$ cat src/hw/rtl/image_upscale_2x_midpoint_assert.svh
// Assertion macros shared by the 2x upscaler RTL.
// No dependencies; included by modules that carry checks.
`ifndef IMAGE_UPSCALE_2X_MIDPOINT_ASSERT_SVH
`define IMAGE_UPSCALE_2X_MIDPOINT_ASSERT_SVH

// Same-cycle implication, disabled while in reset.
`define IU2X_ASSERT_IMP(label, ck, rn, ante, cons) \
  label: assert property (@(posedge ck) disable iff (!rn) (ante) |-> (cons)) \
    else $error("iu2x: same-cycle check failed");

// Next-cycle implication, disabled while in reset.
`define IU2X_ASSERT_NXT(label, ck, rn, ante, cons) \
  label: assert property (@(posedge ck) disable iff (!rn) (ante) |=> (cons)) \
    else $error("iu2x: next-cycle check failed");

`endif

$ cat src/hw/rtl/iu2x_pkg.sv
// Shared types, sizes and helpers for the 2x midpoint upscaler.
// No dependencies.
package iu2x_pkg;

  localparam int MAX_WIDTH    = 1024;
  localparam int MAX_HEIGHT   = 4096;
  localparam int COL_W        = $clog2(MAX_WIDTH);
  localparam int ROW_W        = $clog2(MAX_HEIGHT);
  localparam int WIDTH_REG_W  = 11;
  localparam int HEIGHT_REG_W = 13;
  localparam int OUT_COL_W    = 11;
  localparam int OUT_ROW_W    = 13;
  localparam int CHAN_W       = 8;
  localparam int CFG_IDX_W    = 4;
  localparam int CFG_DATA_W   = 13;

  // register indexes on the config port
  localparam logic [CFG_IDX_W-1:0] CFG_IMAGE_WIDTH  = CFG_IDX_W'(0);
  localparam logic [CFG_IDX_W-1:0] CFG_IMAGE_HEIGHT = CFG_IDX_W'(1);

  // result slots, in emission order
  localparam int SLOT_CENTRE = 0;
  localparam int SLOT_VERT   = 1;
  localparam int SLOT_HORIZ  = 2;
  localparam int SLOT_ORIG   = 3;
  localparam int NUM_SLOTS   = 4;

  typedef struct packed {
    logic [CHAN_W-1:0] red;
    logic [CHAN_W-1:0] green;
    logic [CHAN_W-1:0] blue;
  } pixel_t;

  // input register contents
  typedef struct packed {
    logic             valid;
    pixel_t           pix;
    pixel_t           left;
    logic [COL_W-1:0] col;
    logic [ROW_W-1:0] row;
  } front_t;

  // up to four results of one item
  typedef struct packed {
    logic                 valid;
    logic [NUM_SLOTS-1:0] mask;
    pixel_t               centre;
    pixel_t               vert;
    pixel_t               horiz;
    pixel_t               orig;
    logic [OUT_ROW_W-1:0] row_even;
    logic [OUT_COL_W-1:0] col_even;
  } run_t;

  function automatic logic [CHAN_W-1:0] avg_chan(logic [CHAN_W-1:0] a,
                                                 logic [CHAN_W-1:0] b);
    logic [CHAN_W:0] s;
    s = {1'b0, a} + {1'b0, b};
    return s[CHAN_W:1];
  endfunction

  function automatic pixel_t avg_pixel(pixel_t a, pixel_t b);
    pixel_t r;
    r.red   = avg_chan(a.red, b.red);
    r.green = avg_chan(a.green, b.green);
    r.blue  = avg_chan(a.blue, b.blue);
    return r;
  endfunction

endpackage

$ cat src/hw/rtl/iu2x_interp.sv
// Midpoint interpolation of one item: vertical, horizontal and centre averages.
// Depends on iu2x_pkg.
module iu2x_interp (
  input  logic              clk,
  input  logic              rst_n,
  input  iu2x_pkg::front_t  front,
  input  iu2x_pkg::pixel_t  above,
  input  logic              run_ready,
  output logic              front_take,
  output iu2x_pkg::run_t    run_in
);

  iu2x_pkg::pixel_t left_vavg_r;
  iu2x_pkg::pixel_t vavg;
  logic             has_top;
  logic             has_left;

  assign has_top  = (front.row != '0);
  assign has_left = (front.col != '0);

  assign vavg       = has_top ? iu2x_pkg::avg_pixel(above, front.pix) : '0;
  assign front_take = front.valid && run_ready;

  always_comb begin
    run_in.valid                        = front.valid;
    run_in.mask                         = '0;
    run_in.mask[iu2x_pkg::SLOT_CENTRE]  = has_top && has_left;
    run_in.mask[iu2x_pkg::SLOT_VERT]    = has_top;
    run_in.mask[iu2x_pkg::SLOT_HORIZ]   = has_left;
    run_in.mask[iu2x_pkg::SLOT_ORIG]    = 1'b1;
    run_in.centre                       = iu2x_pkg::avg_pixel(left_vavg_r, vavg);
    run_in.vert                         = vavg;
    run_in.horiz                        = iu2x_pkg::avg_pixel(front.left, front.pix);
    run_in.orig                         = front.pix;
    run_in.row_even                     = {front.row, 1'b0};
    run_in.col_even                     = {front.col, 1'b0};
  end

  always_ff @(posedge clk) begin
    if (!rst_n) begin
      left_vavg_r <= '0;
    end else if (front_take) begin
      left_vavg_r <= vavg;
    end
  end

endmodule

$ cat config.mk
export PLATFORM = sky130hd
export DESIGN_NAME = iu2x_interp
export DESIGN_NICKNAME = d
export VERILOG_FILES = /design/src/hw/rtl/image_upscale_2x_midpoint_assert.svh /design/src/hw/rtl/iu2x_pkg.sv /design/src/hw/rtl/iu2x_interp.sv
export SDC_FILE = /design/constraint.sdc
export NUM_CORES = 1
export LEC_CHECK = 0
export BUFFER_PORTS_ARGS = -buffer_cell sky130_fd_sc_hd__buf_2
export CORE_MARGIN = 1
export CORE_UTILIZATION = 46
export CTS_CLUSTER_SIZE = 10
export DETAILED_ROUTE_END_ITERATION = 10
export GPL_TIMING_DRIVEN = 0
export HOLD_SLACK_MARGIN = 0.15
export PLACE_DENSITY = 0.82
export SETUP_SLACK_MARGIN = 0.05
export SLEW_MARGIN = 20
export SYNTH_ARGS = -nofsm -noshare
export SYNTH_HDL_FRONTEND = slang
export SYNTH_SLANG_ARGS = --single-unit
$ cat constraint.sdc
create_clock -name clk -period 3.8 [get_ports clk]
set_input_delay 0.57 -clock clk [delete_from_list [all_inputs] [get_ports clk]]
set_output_delay 0.57 -clock clk [all_outputs]
set_load 0.05 [all_outputs]
==> impl_metrics.toml <==
[status]
outcome = "finished clean"

[timing]
finClkSkew_ps = 0
relSlewSlack_pct = 59.3
fin_ws_ps = 92.8
finalCriticalPeriod_ps = 3710
worst_pin_slew_ps = 611
setup_viol = 0
hold_viol_final = 0
grt_setup_unrepaired = "true"
finalCritPeriodShare_pct = 97.6
timing_max_transition_violations_final = 0
max_freq_ghz = 0.270

[global_route]
track_usage_pct = 27.2
grt_pass1_wl_um = 19300
antenna_found_initial = 0
grt_pass1_vias = 4254
grt_max_degree = 14
grt_overflow_total = 0

[synth]
syn_inst = 510
ys_seq_elements = 24
yosysUniqueCellTypes = 37
synth_area_um2 = 3890
yosysTopAreaCellShare_pct = 20.2
synth_area_per_cell_um2 = 7.63
synth_top_cell_by_area = "ha_1"
synth_top_flop_cell = "dfxtp_1"
ys_warn_count = 0
seq_area_frac_synth_pct = 12.3
synth-edff-count = 0
async_reset_ff_share_pct = 0
synth_area_leaders = "ha_1, dfxtp_1, buf_4, xnor2_1, nand2_1"

[clock_tree]
cts_tree = "yes"
htree_num_levels = 1
cts.sink_count = 24
cts_root_buffer = "clkbuf_8"
insertion_delay_ps = 260
numCtsBuffers = 3
path_clk_slew_ps = 100
cts_hold_buf = 0
clk_path_buf_depth = 2

[critical_path]
critPathArrivalTime_ps = 3140
worst_path_max_delay_cell = "ha_1"
critPathMostFrequentCell = "a21oi_4"
path_max_fanout = 5
required_ps = 3230
worstSetupPathType = "in2out"
worst-path-buf-inv = 3
endpoint_kind = "primary output"
cpPeakStageDelay_ps = 310
critPathLaunchType = "input pin"
cp_cell_sequence = "buf_4 -> ha_1 -> a31o_2 -> a21oi_4 -> xnor2_1 -> nand2_1 -> clkinvlp_4 -> ha_4 -> nor2b_1 -> o21ai_1 -> nand2b_1 -> a21o_1 -> a21oi_4 -> xnor2_2 -> buf_6"
critical_path.top_delay_family = "compound AO/OA/AOI/OAI gates"

[power]
p_int_mw = 1.04
power.share.switching_pct = 58.7
vdd_drop_max_mv = 0.240
power_switching_mw = 1.47
finalPower_mw = 2.51
p_leak_nw = 3.06
p_per_area_nw_per_um2 = 407
power_frac_comb_pct = 81.4
power_frac_seq_pct = 11.4
p_clk_share_pct = 7.2

[die]
die_y_um = 94.0
initial_core_util_pct = 47.4
core_area_um2 = 8220
row_count = 33
num_io_pins = 224
dieWidth_um = 94.0
die_area_um2 = 8840

[place]
portBuffers = 220
hpwl_um = 9690
gp_congestion = 0.798
pre_cts_slack_ps = -482

[routing]
routed_wl_um = 12400
drtIter0Drc = 134
vias = 4427
viasPerCell = 5.15
wire_per_inst_um = 14.5
ant_nets = 0
drc = 0
dr.pass1.iters = 4

[worst_hold_path]
hold_path_class = "reg2reg"

[job]
drv_cap = 0

[cells_and_area]
fin_nets = 925
final_cell_mix = "buf_2, buf_4, nand2_1, ha_1"
layout-drive-gt1-share_pct = 54.4
diodes = 0
area_growth_pct = 58.5
top_register = "left_vavg_r"
final_common_cell = "buf_2"
reg_top3 = "left_vavg_r x24"
largest_reg_flops = 24
## synth_stat cells, types with 4 or more instances
cell and number:
xor2_1 14, inv_1 38, nand2b_1 6, a21o_1 7
nor4_1 5, o21ai_0 38, nand3_1 11, clkbuf_1 6
nor2b_1 7, a21oi_1 44, nand2_1 59, fa_1 9
o21bai_1 9, xnor2_1 37, and2_1 5, a31o_2 6
nor3_1 4, dfxtp_1 24, ha_1 63, a21boi_0 6
nor2_1 31, buf_4 52
## worst register-to-register path: cells and delay by family (launching register included)
family,cells,cell delay (ps)
AOI/OAI and AO/OA,1,180
DFF,1,380
and+or+nand+nor,1,60
## final timing paths
kind                                 startpoint              end  slack (ps)  cells after the start
worst max-delay path                  front[55]      run_in[109]          90                     15
worst min-delay path            left_vavg_r[21]  left_vavg_r[21]         480                      2
worst max register to register   left_vavg_r[9]   left_vavg_r[9]        3120                      2
worst min register to register  left_vavg_r[21]  left_vavg_r[21]         480                      2
## metrics by stage
stage          TNS (ps)  std cells  instance area (um2)  hold slack (ps)  util (%)
2_1_floorplan     -72.6        511                 4270              429         -
3_3_place_gp      -3120        836                 5500              439      67.0
3_5_place_dp      -3860        836                 5500              456      67.0
4_1_cts           -18.9        853                 5990              479      72.9
5_1_grt           -57.1        859                 6170              499      75.1
6_report              0        859                 6170              478      75.1
## metal layers
layer,up-vias,global-route usage [%],wire length [um]
met5,-,0,0
met1,2057,30.3,4790
met3,26,3.72,596
met2,157,54.0,6750
li1,2187,-,-
met4,0,5.51,280
## cell families (layout without fill, tap and decap cells)
kind of cell,Yosys count,in the layout,synth area share (%)
flops,24,24,12.3
fa+ha+maj,72,72,24.9
other cells,2,3,0.193
compound gates,127,127,20.7
simple gates,134,134,15.6
buf+inv,100,343,14.9
xor+xnor,51,51,11.5
## area by class of cell
| type | count | area, um2 |
|---|---|---|
| sequential | 24 | 480 |
| buffer | 60 | 473 |
| tap | 105 | 131 |
| multi-input combinational | 387 | 3550 |
| fill | 635 | 2050 |
| timing repair buffer | 239 | 1310 |
| clock buffer | 4 | 55.1 |
| inverter | 40 | 166 |
## repair_timing
item | in CTS | in global routing
setup buffers | 13 | 6
setup endpoints to repair | 13 | 11
resized for setup | 63 | 36
pin swaps | 28 | 30
## power groups by stage
| stage | clock (mW) | sequential [mW] | combinational, mW |
|---|---|---|---|
| global route | 0.197 | 0.288 | 2.15 |
| global placement | 0 | 0.288 | 1.81 |
| finish | 0.181 | 0.285 | 2.04 |
| CTS | 0.186 | 0.285 | 1.97 |
| detailed placement | 0 | 0.289 | 1.85 |
| floorplan | 0 | 0.286 | 1.47 |
(Power assumes the default switching activity.)
