`src/hw/rtl/image_upscale_2x_midpoint_assert.svh`:
```
// Assertion macros shared by the 2x upscaler RTL.
// No dependencies; included by modules that carry checks.
`ifndef IMAGE_UPSCALE_2X_MIDPOINT_ASSERT_SVH
`define IMAGE_UPSCALE_2X_MIDPOINT_ASSERT_SVH

// Same-cycle implication, disabled while in reset.
`define IU2X_ASSERT_IMP(label, ck, rn, ante, cons) \
  label: assert property (@(posedge ck) disable iff (!rn) (ante) |-> (cons)) \
    else $error("iu2x: same-cycle check failed");

// Next-cycle implication, disabled while in reset.
`define IU2X_ASSERT_NXT(label, ck, rn, ante, cons) \
  label: assert property (@(posedge ck) disable iff (!rn) (ante) |=> (cons)) \
    else $error("iu2x: next-cycle check failed");

`endif

```
`src/hw/rtl/iu2x_pkg.sv`:
```
// Shared types, sizes and helpers for the 2x midpoint upscaler.
// No dependencies.
package iu2x_pkg;

  localparam int MAX_WIDTH    = 1024;
  localparam int MAX_HEIGHT   = 4096;
  localparam int COL_W        = $clog2(MAX_WIDTH);
  localparam int ROW_W        = $clog2(MAX_HEIGHT);
  localparam int WIDTH_REG_W  = 11;
  localparam int HEIGHT_REG_W = 13;
  localparam int OUT_COL_W    = 11;
  localparam int OUT_ROW_W    = 13;
  localparam int CHAN_W       = 8;
  localparam int CFG_IDX_W    = 4;
  localparam int CFG_DATA_W   = 13;

  // register indexes on the config port
  localparam logic [CFG_IDX_W-1:0] CFG_IMAGE_WIDTH  = CFG_IDX_W'(0);
  localparam logic [CFG_IDX_W-1:0] CFG_IMAGE_HEIGHT = CFG_IDX_W'(1);

  // result slots, in emission order
  localparam int SLOT_CENTRE = 0;
  localparam int SLOT_VERT   = 1;
  localparam int SLOT_HORIZ  = 2;
  localparam int SLOT_ORIG   = 3;
  localparam int NUM_SLOTS   = 4;

  typedef struct packed {
    logic [CHAN_W-1:0] red;
    logic [CHAN_W-1:0] green;
    logic [CHAN_W-1:0] blue;
  } pixel_t;

  // input register contents
  typedef struct packed {
    logic             valid;
    pixel_t           pix;
    pixel_t           left;
    logic [COL_W-1:0] col;
    logic [ROW_W-1:0] row;
  } front_t;

  // up to four results of one item
  typedef struct packed {
    logic                 valid;
    logic [NUM_SLOTS-1:0] mask;
    pixel_t               centre;
    pixel_t               vert;
    pixel_t               horiz;
    pixel_t               orig;
    logic [OUT_ROW_W-1:0] row_even;
    logic [OUT_COL_W-1:0] col_even;
  } run_t;

  function automatic logic [CHAN_W-1:0] avg_chan(logic [CHAN_W-1:0] a,
                                                 logic [CHAN_W-1:0] b);
    logic [CHAN_W:0] s;
    s = {1'b0, a} + {1'b0, b};
    return s[CHAN_W:1];
  endfunction

  function automatic pixel_t avg_pixel(pixel_t a, pixel_t b);
    pixel_t r;
    r.red   = avg_chan(a.red, b.red);
    r.green = avg_chan(a.green, b.green);
    r.blue  = avg_chan(a.blue, b.blue);
    return r;
  endfunction

endpackage

```
`src/hw/rtl/iu2x_front.sv`:
```
// Input register, position counters, left pixel and line store port.
// Depends on iu2x_pkg.
module iu2x_front (
  input  logic                                   clk,
  input  logic                                   rst_n,
  input  logic                                   in_valid,
  output logic                                   in_stall,
  input  logic [iu2x_pkg::CHAN_W-1:0]            in_red,
  input  logic [iu2x_pkg::CHAN_W-1:0]            in_green,
  input  logic [iu2x_pkg::CHAN_W-1:0]            in_blue,
  input  logic [iu2x_pkg::WIDTH_REG_W-1:0]       width_eff,
  input  logic [iu2x_pkg::HEIGHT_REG_W-1:0]      height_eff,
  input  logic                                   front_take,
  output logic                                   ram_en,
  output logic [iu2x_pkg::COL_W-1:0]             ram_addr,
  output iu2x_pkg::pixel_t                       ram_wdata,
  output iu2x_pkg::front_t                       front
);

  iu2x_pkg::front_t                     front_r;
  iu2x_pkg::pixel_t                     left_r;
  iu2x_pkg::pixel_t                     cur;
  logic [iu2x_pkg::COL_W-1:0]           col_r, col_nxt;
  logic [iu2x_pkg::ROW_W-1:0]           row_r, row_nxt;
  logic [iu2x_pkg::WIDTH_REG_W-1:0]     col_inc;
  logic [iu2x_pkg::HEIGHT_REG_W-1:0]    row_inc;
  logic                                 accept;

  assign cur.red   = in_red;
  assign cur.green = in_green;
  assign cur.blue  = in_blue;

  assign in_stall = front_r.valid && !front_take;
  assign accept   = in_valid && !in_stall;

  assign col_inc = {1'b0, col_r} + iu2x_pkg::WIDTH_REG_W'(1);
  assign row_inc = {1'b0, row_r} + iu2x_pkg::HEIGHT_REG_W'(1);

  // a counter at or beyond the (possibly shrunk) size wraps on advance
  always_comb begin
    col_nxt = col_inc[iu2x_pkg::COL_W-1:0];
    row_nxt = row_r;
    if (col_inc >= width_eff) begin
      col_nxt = '0;
      if (row_inc >= height_eff) begin
        row_nxt = '0;
      end else begin
        row_nxt = row_inc[iu2x_pkg::ROW_W-1:0];
      end
    end
  end

  always_ff @(posedge clk) begin
    if (!rst_n) begin
      front_r.valid <= 1'b0;
      col_r         <= '0;
      row_r         <= '0;
      left_r        <= '0;
    end else if (accept) begin
      front_r.valid <= 1'b1;
      front_r.pix   <= cur;
      front_r.left  <= left_r;
      front_r.col   <= col_r;
      front_r.row   <= row_r;
      col_r         <= col_nxt;
      row_r         <= row_nxt;
      left_r        <= cur;
    end else if (front_take) begin
      front_r.valid <= 1'b0;
    end
  end

  // row above is read and the new pixel written in the same access
  assign ram_en    = accept;
  assign ram_addr  = col_r;
  assign ram_wdata = cur;
  assign front     = front_r;

endmodule

```
`config.mk`:
```
export PLATFORM = sky130hd
export DESIGN_NAME = iu2x_front
export DESIGN_NICKNAME = d
export VERILOG_FILES = /design/src/hw/rtl/image_upscale_2x_midpoint_assert.svh /design/src/hw/rtl/iu2x_pkg.sv /design/src/hw/rtl/iu2x_front.sv
export SDC_FILE = /design/constraint.sdc
export NUM_CORES = 1
export LEC_CHECK = 0
export ABC_CLOCK_PERIOD_IN_PS = 6100
export BUFFER_PORTS_ARGS = -buffer_cell sky130_fd_sc_hd__clkbuf_2
export CORE_AREA = 10 10 122 124
export DETAILED_ROUTE_END_ITERATION = 10
export DIE_AREA = 0 0 132 134
export SETUP_SLACK_MARGIN = 0.4
export SLEW_MARGIN = 20
export SYNTH_ARGS = -nofsm -noshare
export SYNTH_HDL_FRONTEND = slang
export SYNTH_SLANG_ARGS = --single-unit
export TNS_END_PERCENT = 20
```
`constraint.sdc`:
```
create_clock -name clk -period 6.1 [get_ports clk]
set_clock_uncertainty 0.2 [all_clocks]
set_input_delay 0 -clock clk [delete_from_list [all_inputs] [get_ports clk]]
set_output_delay 0 -clock clk [all_outputs]
set_load 0.005 [all_outputs]
```
==> flow_summary.json <==
{
  "path_class": "flip-flop to flip-flop",
  "io_pins": 159,
  "cts_max_path_buffers": 2,
  "finalCritPeriodShare": 0.598,
  "fp.dieW_um": 132,
  "start_util": 0.395,
  "crit_chain": "ha_1 > nand3_1 > nor2_1 > nand4_1 > xnor2_1 > ha_1 > a21oi_1 > o21ai_0 > a2111oi_0 > o41a_1 > nand3_1 > o221ai_1",
  "p_leak_nw": 2.99,
  "crit_path_start": "row_r[0]",
  "cts_buffers": 17,
  "grt_pass1_vias": 3870,
  "worstMarginPinSlew_ns": 1.00,
  "fin_setup_tns_ns": 0,
  "rows": 41,
  "synth_area_sq_um": 4930,
  "first_pass_iters": 4,
  "setup.worst_path.start_class": "flip-flop",
  "synth.distinct_cells": 37,
  "fillerInstances": 1087,
  "area_growth_pct": 36.1,
  "status": "complete, no violations",
  "critPathMaxStageDelay_ns": 0.49,
  "synthCells": 438,
  "grt_max_degree": 37,
  "power.density_nw_per_um2": 327,
  "antenna_found_initial": 0,
  "min_from": "width_eff[10]",
  "grt_pass1_wl_mm": 19.8,
  "portBuffers": 158,
  "drive_gt1_frac": 0.323,
  "cts_max_level": 4,
  "drv_slew": 0,
  "final_common_cell": "clkbuf_2",
  "cp-end-kind": "flip-flop",
  "syn_area_per_cell_sq_um": 11.2,
  "ys_seq_elements": 117,
  "dp_cells": 734,
  "yosysSeqAreaShare": 0.618,
  "peakVddDrop_mv": 0.197,
  "cpMaxStageDelayCell": "o41a_1",
  "syn_nets": 516,
  "via_per_inst": 4.72,
  "reg2reg_from": "row_r[0]",
  "fin_cells": 794,
  "worst_ep_required_time_ns": 6.21,
  "max_freq_ghz": 0.274,
  "post_drt_wl_per_cell_um": 15.4,
  "wl_mm": 12.2,
  "nets": 687,
  "arrival_ns": 3.76,
  "drtIter0Drc": 206,
  "cts_tree": "built",
  "timing_hold_violations_final": 0,
  "ys.flop_type": "edfxtp_1",
  "min_period_ns": 3.65,
  "finalSetupViolCount": 0,
  "synth-edff-count": 70,
  "max_cap_violations": 0,
  "hold_path.class": "input pin to flip-flop",
  "track_usage": 0.139,
  "worstHoldPathCells": 8,
  "drc_errors": 0,
  "cts_root_buf": "clkbuf_16",
  "gp_congestion": 0.831,
  "ys_warn_count": 0,
  "async_flop_share": 0,
  "relSlewSlack": 0.330,
  "drtAntennaViolNets": 0,
  "fp.dieArea_sq_um": 17700,
  "numClockSinks": 117,
  "whs_ns": 0.0569,
  "cts.clk_slew.worst_paths_ns": 0.05,
  "coreArea_sq_um": 12500,
  "post_cts_resized": 0,
  "reg2reg_depth": 12,
  "antennaDiodeCount": 0,
  "rsz0062_at_grt": "false",
  "die_height_um": 134,
  "crit_fanout": 11,
  "vias": 3745,
  "dp_hpwl_mm": 8.69,
  "gr-total-overflow": 0,
  "mostFrequentLayoutCells": "clkbuf_2 (158), nand2_1 (79), edfxtp_1 (70)",
  "clock_latency_ns": 0.40
}
## cell usage after synthesis (2+ instances only)
library cell   n  share of area
nand2_1       79          0.060
edfxtp_1      70           0.43
dfxtp_1       47           0.19
inv_1         38          0.029
a21oi_1       36          0.037
buf_4         26          0.040
ha_1          26          0.066
nor2_1        15          0.011
o21ai_0       13          0.013
nand4_1       11          0.014
xor2_1        11          0.020
nand3_1       10          0.010
xnor2_1       10          0.018
clkbuf_1       8         0.0061
and3_1         5         0.0064
a21o_1         3         0.0046
buf_2          3         0.0030
o221ai_1       3         0.0053
a31oi_1        2         0.0025
and3_4         2         0.0046
nor2b_1        2         0.0025
nor3_1         2         0.0020
or3_1          2         0.0025
## per-stage QoR
| stage | setup WS, ns | total power [mW] | area (sq um) | utilization |
|---|---|---|---|---|
| 5_1_grt | 2.08 | 2.27 | 6710 | 0.538 |
| 2_1_floorplan | 1.76 | 0.983 | 4930 | - |
| 3_5_place_dp | 2.50 | 1.05 | 5730 | 0.459 |
| 3_3_place_gp | 2.72 | 1.04 | 5730 | 0.459 |
| 4_1_cts | 2.50 | 2.22 | 6710 | 0.538 |
| 6_report | 2.45 | 2.20 | 6710 | 0.538 |
## registers in the layout, indices dropped and copies added (netlist names)
name / count
front: 71
row_r: 12
left_r: 24
ram_addr: 10
## cell type report
cell class / count / area (sq um) / area share
Timing Repair Buffer: 190 / 1100 / 0.164
Sequential cell: 117 / 3040 / 0.454
Inverter: 38 / 143 / 0.0213
Multi-Input combinational cell: 245 / 1500 / 0.224
Clock buffer: 21 / 480 / 0.0717
Clock inverter: 11 / 219 / 0.0327
Tap cell: 172 / 215 / 0.0321
## critical path, delay by kind of cell (launching register included)
family	cells	cell delay, ns
adder cells (fa/ha/maj)	2	0.56
AO/OA/AOI/OAI	5	1.33
XOR/XNOR	1	0.27
AND/OR/NAND/NOR	4	0.79
flip-flops	1	0.42
## final timing paths
| path | slack, ns | endpoint |
|---|---|---|
| min | 0.06 | ram_addr[9] |
| min reg2reg | 0.23 | front[45] |
| max reg2reg | 2.45 | row_r[7] |
| max | 2.45 | row_r[7] |
## cell families after synthesis
| family | count (synthesis) | share of synthesized area |
|---|---|---|
| AOI/OAI and AO/OA | 62 | 0.0711 |
| xor gates and xnor gates | 21 | 0.0373 |
| adders and majority gates | 26 | 0.0660 |
| buffers and inverters | 76 | 0.0785 |
| DFF | 117 | 0.618 |
| muxes | 1 | 0.00203 |
| and+or+nand+nor | 135 | 0.127 |
## per-layer routing
layer | share of wire | GRT usage | up-vias
li1 | - | - | 1838
met1 | 0.42 | 0.156 | 1763
met2 | 0.49 | 0.232 | 134
met3 | 0.075 | 0.0553 | 10
met4 | 0.0095 | 0.0544 | 0
met5 | 0 | 0 | -
## power by group
part           switching (mW)  internal, mW  total [mW]
logic                  0.0809        0.0658       0.147
clock network           0.342         0.812        1.15
registers              0.0185         0.877       0.895
total                   0.441          1.75        2.20
## what timing repair did
| item | 4_1_cts | 5_1_grt |
|---|---|---|
| endpoints found under the hold margin | 52 | 0 |
| hold buffers | 28 | 0 |
| endpoints found under the setup margin | 0 | 0 |
| setup buffers | 0 | 0 |
Note: power is estimated with default switching activity, not from simulation.
