--- src/hw/rtl/image_upscale_2x_midpoint_assert.svh ---
// Assertion macros shared by the 2x upscaler RTL.
// No dependencies; included by modules that carry checks.
`ifndef IMAGE_UPSCALE_2X_MIDPOINT_ASSERT_SVH
`define IMAGE_UPSCALE_2X_MIDPOINT_ASSERT_SVH

// Same-cycle implication, disabled while in reset.
`define IU2X_ASSERT_IMP(label, ck, rn, ante, cons) \
  label: assert property (@(posedge ck) disable iff (!rn) (ante) |-> (cons)) \
    else $error("iu2x: same-cycle check failed");

// Next-cycle implication, disabled while in reset.
`define IU2X_ASSERT_NXT(label, ck, rn, ante, cons) \
  label: assert property (@(posedge ck) disable iff (!rn) (ante) |=> (cons)) \
    else $error("iu2x: next-cycle check failed");

`endif

--- src/hw/rtl/iu2x_pkg.sv ---
// Shared types, sizes and helpers for the 2x midpoint upscaler.
// No dependencies.
package iu2x_pkg;

  localparam int MAX_WIDTH    = 1024;
  localparam int MAX_HEIGHT   = 4096;
  localparam int COL_W        = $clog2(MAX_WIDTH);
  localparam int ROW_W        = $clog2(MAX_HEIGHT);
  localparam int WIDTH_REG_W  = 11;
  localparam int HEIGHT_REG_W = 13;
  localparam int OUT_COL_W    = 11;
  localparam int OUT_ROW_W    = 13;
  localparam int CHAN_W       = 8;
  localparam int CFG_IDX_W    = 4;
  localparam int CFG_DATA_W   = 13;

  // register indexes on the config port
  localparam logic [CFG_IDX_W-1:0] CFG_IMAGE_WIDTH  = CFG_IDX_W'(0);
  localparam logic [CFG_IDX_W-1:0] CFG_IMAGE_HEIGHT = CFG_IDX_W'(1);

  // result slots, in emission order
  localparam int SLOT_CENTRE = 0;
  localparam int SLOT_VERT   = 1;
  localparam int SLOT_HORIZ  = 2;
  localparam int SLOT_ORIG   = 3;
  localparam int NUM_SLOTS   = 4;

  typedef struct packed {
    logic [CHAN_W-1:0] red;
    logic [CHAN_W-1:0] green;
    logic [CHAN_W-1:0] blue;
  } pixel_t;

  // input register contents
  typedef struct packed {
    logic             valid;
    pixel_t           pix;
    pixel_t           left;
    logic [COL_W-1:0] col;
    logic [ROW_W-1:0] row;
  } front_t;

  // up to four results of one item
  typedef struct packed {
    logic                 valid;
    logic [NUM_SLOTS-1:0] mask;
    pixel_t               centre;
    pixel_t               vert;
    pixel_t               horiz;
    pixel_t               orig;
    logic [OUT_ROW_W-1:0] row_even;
    logic [OUT_COL_W-1:0] col_even;
  } run_t;

  function automatic logic [CHAN_W-1:0] avg_chan(logic [CHAN_W-1:0] a,
                                                 logic [CHAN_W-1:0] b);
    logic [CHAN_W:0] s;
    s = {1'b0, a} + {1'b0, b};
    return s[CHAN_W:1];
  endfunction

  function automatic pixel_t avg_pixel(pixel_t a, pixel_t b);
    pixel_t r;
    r.red   = avg_chan(a.red, b.red);
    r.green = avg_chan(a.green, b.green);
    r.blue  = avg_chan(a.blue, b.blue);
    return r;
  endfunction

endpackage

--- src/hw/rtl/iu2x_seq.sv ---
// Sequencer: holds an item's results, sends one per cycle unless stalled.
// Depends on iu2x_pkg and image_upscale_2x_midpoint_assert.svh.
`include "image_upscale_2x_midpoint_assert.svh"

module iu2x_seq (
  input  logic                                 clk,
  input  logic                                 rst_n,
  input  iu2x_pkg::run_t                       run_in,
  output logic                                 run_ready,
  output logic                                 out_valid,
  input  logic                                 out_stall,
  output logic [iu2x_pkg::CHAN_W-1:0]          out_red,
  output logic [iu2x_pkg::CHAN_W-1:0]          out_green,
  output logic [iu2x_pkg::CHAN_W-1:0]          out_blue,
  output logic [iu2x_pkg::OUT_ROW_W-1:0]       out_row,
  output logic [iu2x_pkg::OUT_COL_W-1:0]       out_col,
  output logic                                 out_last_of_run
);

  iu2x_pkg::run_t                       run_r;
  logic [iu2x_pkg::NUM_SLOTS-1:0]       mask_r, mask_nxt, sel;
  logic                                 out_valid_r;
  logic                                 out_last_r;
  iu2x_pkg::pixel_t                     out_pix_r, pix_sel;
  logic [iu2x_pkg::OUT_ROW_W-1:0]       out_row_r, row_sel;
  logic [iu2x_pkg::OUT_COL_W-1:0]       out_col_r, col_sel;
  logic                                 out_free;
  logic                                 emit;
  logic                                 last;
  logic                                 load;

  assign out_free = !out_valid_r || !out_stall;
  assign emit     = run_r.valid && out_free;

  // lowest pending slot goes first
  always_comb begin
    sel     = '0;
    pix_sel = run_r.orig;
    row_sel = run_r.row_even;
    col_sel = run_r.col_even;
    priority if (mask_r[iu2x_pkg::SLOT_CENTRE]) begin
      sel[iu2x_pkg::SLOT_CENTRE] = 1'b1;
      pix_sel = run_r.centre;
      row_sel = run_r.row_even - iu2x_pkg::OUT_ROW_W'(1);
      col_sel = run_r.col_even - iu2x_pkg::OUT_COL_W'(1);
    end else if (mask_r[iu2x_pkg::SLOT_VERT]) begin
      sel[iu2x_pkg::SLOT_VERT] = 1'b1;
      pix_sel = run_r.vert;
      row_sel = run_r.row_even - iu2x_pkg::OUT_ROW_W'(1);
    end else if (mask_r[iu2x_pkg::SLOT_HORIZ]) begin
      sel[iu2x_pkg::SLOT_HORIZ] = 1'b1;
      pix_sel = run_r.horiz;
      col_sel = run_r.col_even - iu2x_pkg::OUT_COL_W'(1);
    end else begin
      sel[iu2x_pkg::SLOT_ORIG] = 1'b1;
    end
  end

  assign mask_nxt  = mask_r & ~sel;
  assign last      = (mask_nxt == '0);
  assign run_ready = !run_r.valid || (emit && last);
  assign load      = run_in.valid && run_ready;

  always_ff @(posedge clk) begin
    if (!rst_n) begin
      run_r.valid <= 1'b0;
      out_valid_r <= 1'b0;
    end else begin
      if (load) begin
        run_r.valid    <= 1'b1;
        run_r.mask     <= run_in.mask;
        run_r.centre   <= run_in.centre;
        run_r.vert     <= run_in.vert;
        run_r.horiz    <= run_in.horiz;
        run_r.orig     <= run_in.orig;
        run_r.row_even <= run_in.row_even;
        run_r.col_even <= run_in.col_even;
      end else if (emit && last) begin
        run_r.valid <= 1'b0;
      end
      if (emit) begin
        out_valid_r <= 1'b1;
      end else if (out_free) begin
        out_valid_r <= 1'b0;
      end
    end
  end

  always_ff @(posedge clk) begin
    if (load) begin
      mask_r <= run_in.mask;
    end else if (emit) begin
      mask_r <= mask_nxt;
    end
    if (emit) begin
      out_pix_r  <= pix_sel;
      out_row_r  <= row_sel;
      out_col_r  <= col_sel;
      out_last_r <= last;
    end
  end

  assign out_valid       = out_valid_r;
  assign out_red         = out_pix_r.red;
  assign out_green       = out_pix_r.green;
  assign out_blue        = out_pix_r.blue;
  assign out_row         = out_row_r;
  assign out_col         = out_col_r;
  assign out_last_of_run = out_last_r;

  // the item's own pixel is always still pending while its run is held
  `IU2X_ASSERT_IMP(a_orig_pending, clk, rst_n, run_r.valid, mask_r[iu2x_pkg::SLOT_ORIG])
  // a result that is not the last one leaves the rest of its run behind
  `IU2X_ASSERT_IMP(a_run_behind, clk, rst_n, out_valid_r && !out_last_r, run_r.valid)
  // once started, a run goes out without gaps
  `IU2X_ASSERT_NXT(a_no_gap, clk, rst_n, out_valid_r && !out_stall && !out_last_r,
                   out_valid_r)

endmodule

--- config.mk ---
export PLATFORM = sky130hd
export DESIGN_NAME = iu2x_seq
export DESIGN_NICKNAME = d
export VERILOG_FILES = /design/src/hw/rtl/iu2x_pkg.sv /design/src/hw/rtl/iu2x_seq.sv
export VERILOG_INCLUDE_DIRS = /design/src /design/src/hw/rtl
export SDC_FILE = /design/constraint.sdc
export NUM_CORES = 1
export LEC_CHECK = 0
export ABC_AREA = 1
export ABC_CLOCK_PERIOD_IN_PS = 20100
export BUFFER_PORTS_ARGS = -buffer_cell sky130_fd_sc_hd__buf_2
export CAP_MARGIN = 10
export CORE_MARGIN = 5
export CORE_UTILIZATION = 26
export CTS_CLUSTER_SIZE = 25
export DETAILED_ROUTE_END_ITERATION = 8
export PLACE_DENSITY_LB_ADDON = 0.3
export SETUP_SLACK_MARGIN = 0.02
export SLEW_MARGIN = 0
export SYNTH_ARGS = -nofsm -noshare
export SYNTH_HDL_FRONTEND = slang
export SYNTH_SLANG_ARGS = --single-unit
--- constraint.sdc ---
create_clock -name clk -period 20.1 [get_ports clk]
set_input_delay 2.01 -clock clk [delete_from_list [all_inputs] [get_ports clk]]
set_output_delay 2.01 -clock clk [all_outputs]
set_load 0.02 [all_outputs]
==> summary.md <==
| Metric | Value |
|---|---|
| H-tree depth | `4` |
| Largest cells by area after synthesis | `edfxtp_1, nand2_1, inv_1` |
| Worst setup path class | `input port to primary output` |
| Post-Synth Adder-Cell Area | `less than 1%` |
| Final total power | `just under 900 µW` |
| Die ar. | `about 0.029 mm²` |
| Sw power | `about 210 µW` |
| Req. time, crit path | `about 18 ns` |
| N_diodes | `0` |
| Maximum buffer depth of the clock tree | `2` |
| DP HPWL | `10.7 mm` |
| Max Cap Viol | `0` |
| CTS buffer count | `17` |
| Die Span X | `169 µm` |
| Period utilisation layout | `between 20% and 30%` |
| # rows | `a little under 60` |
| Initial Util | `26.3%` |
| Top-count cell post-synth | `edfxtp_1` |
| Synth cell types | `28` |
| Port Buf Inserts | `178` |
| Worst slew margin | `between 20 and 30%` |
| Vias/cell | `between 4 and 5` |
| Postcts setup bufs | `0` |
| Initial DRC count | `188` |
| Share of cells above drive strength 1 | `between 30% and 40%` |
| Total grt overflow | `0` |
| Most frequent cells after synthesis | `edfxtp_1, nand2_1, inv_1, o21ai_0` |
| Clk Tree Root Cell | `clkbuf_16` |
| Slew @ Worst Pin | `1.11 ns` |
| Crit. End Element | `primary output` |
| # resized after CTS | `0` |
| EDFF count, synth | `roughly 170` |
| Nets | `between 700 and 800` |
| Dominant synthesized flop cell | `edfxtp_1` |
| Routed WL | `14.9 mm` |
| DR pass1 iterations | `5` |
| Clock power share | `38.9%` |
| Final setup violation count | `0` |
| Final core utilization | `33.9%` |
| Internal power | `between 600 and 700 µW` |
| Hold_ws | `roughly 0.52 ns` |
| Post-synthesis sequential area ratio | `a little under 80%` |
| Yosys top cell area share | `between 70% and 80%` |
| Fin. Hold Viols | `0` |
| Io pins | `179` |
| Syn nets | `approximately 580` |
| Switching share of power | `between 20% and 30%` |
| P per Cell Area | `between 100 and 150 mW/mm²` |
| Syn-to-layout area delta | `28.8%` |
| Post-synthesis instance area | `between 0.006 and 0.007 mm²` |
| Synth Area in Simple Gates | `roughly a tenth` |
| Worst skew pair latency | `0.42 ns` |
| Unrepaired setup endpoints after global routing | `false` |
| Seq cells post-synth | `175` |
| Crit path DAT | `between 2 and 3 ns` |
| Ys async rst share | `0%` |
| First-pass GRT wire length | `~22 mm` |
| Fmax | `about 220 MHz` |
| Largest family of logic cells by synthesized area | `simple AND/OR/NAND/NOR gates` |
| Post-synthesis xor/xnor area fraction | `under 10%` |
| Gate Count Post-Synth | `around 450` |
| Worst Setup Start Kind | `input port` |
| Gr usage total | `10.4%` |
| Hold Path Class | `flip-flop to flip-flop` |
| Setup Skew | `around 0.009 ns` |
| Final Max Slew Viols | `0` |
| Synth warn | `0` |
| Initial antenna violation count | `1` |
| Wirelength per Cell | `15.3 µm` |
| Min cycle time layout | `around 4.6 ns` |
| TNS Setup | `0 ns` |
| Compound-cell area share of the yosys netlist | `under 10%` |
| Syn avg cell area | `14.8 µm²` |
| Core ar. | `around 0.025 mm²` |
| Post-route DRC | `0` |
| VDD IR max | `approximately 0.049 mV` |
| Clk sinks | `around 180` |
| Worst-path clk slew | `around 0.06 ns` |
| FILL cells | `approximately 2,500` |
| Combinational Power Share | `between 10% and 20%` |
| Die height | `169 µm` |
| Post-synthesis mux area share | `0%` |
| Number of global-route vias before repair | `3,982` |
| Largest net degree at the start of global routing | `56` |
| Via Count | `3,934` |
| Hold-fix buffers, CTS | `0` |
| Cell leakage power | `~0.0033 µW` |
| Final Wtd Congestion | `0.734` |
| Worst Path Max Fanout | `6` |
| TritonCTS clock tree | `done` |
| Area leader, netlist | `edfxtp_1` |
| Outcome | `finished, final reports clean` |
| Post-route ant nets | `0` |
| Flop pwr share | `49.9%` |
## sequential cells by signal, indices dropped and copies added (netlist names)
register / cells
out_green: 8
out_last_of_run: 1
out_red: 8
out_valid: 1
out_col: 11
mask_r: 4
run_r: 121
out_blue: 8
out_row: 13
## through the flow
stage / setup slack, ns / area [µm²] / std cells
final: 15.50 / 8500 / 976
after global routing: 15.45 / 8500 / 976
after floorplan: 12.04 / 6600 / 445
after detailed placement: 15.21 / 7880 / 944
after CTS: 15.49 / 8500 / 976
after global placement: 15.30 / 7880 / 944
## final timing paths
kind | startpoint | endpoint | slack, ns | cells past startpoint
max reg2reg | mask_r[2]$_DFFE_PP_ | run_r[56]$_DFFE_PP_ | 15.95 | 9
max | out_stall | run_ready | 15.50 | 5
min | out_valid$_SDFFE_PN0P_ | out_valid$_SDFFE_PN0P_ | 0.52 | 2
min reg2reg | out_valid$_SDFFE_PN0P_ | out_valid$_SDFFE_PN0P_ | 0.52 | 2
## kinds of logic after synthesis
group	Yosys count
fa+ha+maj	2
simple gates	136
buf+inv	51
compound gates	62
xor+xnor	19
flops	175
## layout by cell type, fill, tap and decap left out, types with 2 or more instances in the layout
cell type and count:
clkinv_4 3, nor2_1 20, inv_2 3, inv_1 35
a22oi_1 13, xor2_1 14, nand3_1 24, inv_6 2
a21oi_1 24, edfxtp_1 173, nor3_2 2, nand2_2 3
bufinv_16 4, buf_4 4, dfxtp_1 2, buf_2 178
nor2_2 3, nand2_1 71, nor3_1 2, ha_1 2
xnor2_1 5, o21ai_0 25, clkinv_2 2, clkinv_1 2
nand4_1 4, clkbuf_16 17
## power groups by stage
stage          Combinational, µW  Clock, µW  Sequential, µW
6_report                    99.3        346             444
3_3_place_gp                 101          0             452
3_5_place_dp                 102          0             452
2_1_floorplan               49.1          0             465
4_1_cts                      102        357             444
5_1_grt                      112        374             446
## metal layers
metal | vias to the layer above | part of all wire [%] | wire length, µm | track usage (%)
li1 | 1974 | - | - | -
met1 | 1825 | 43 | 6470 | 13.1
met3 | 16 | 5.2 | 775 | 3.05
met5 | - | 0.047 | 7 | 0
met2 | 117 | 49 | 7360 | 16.9
met4 | 2 | 1.8 | 267 | 4.10
## cell type report
class,count,area (µm²),share of cell area (%)
repair buffers,182,921,10.8
clock buffers,18,429,5.05
clock inverters,14,189,2.22
multi-input cells,219,1170,13.8
flip-flops and latches,175,5240,61.6
well taps,330,413,4.86
inverters,38,143,1.68
## critical path: stages
cell     delay [ns]
buf_2          0.10
nand2_1        0.09
nand3_1        0.10
nand2_2        0.12
buf_2          0.18
No activity file was read; power rests on OpenSTA's default activity.
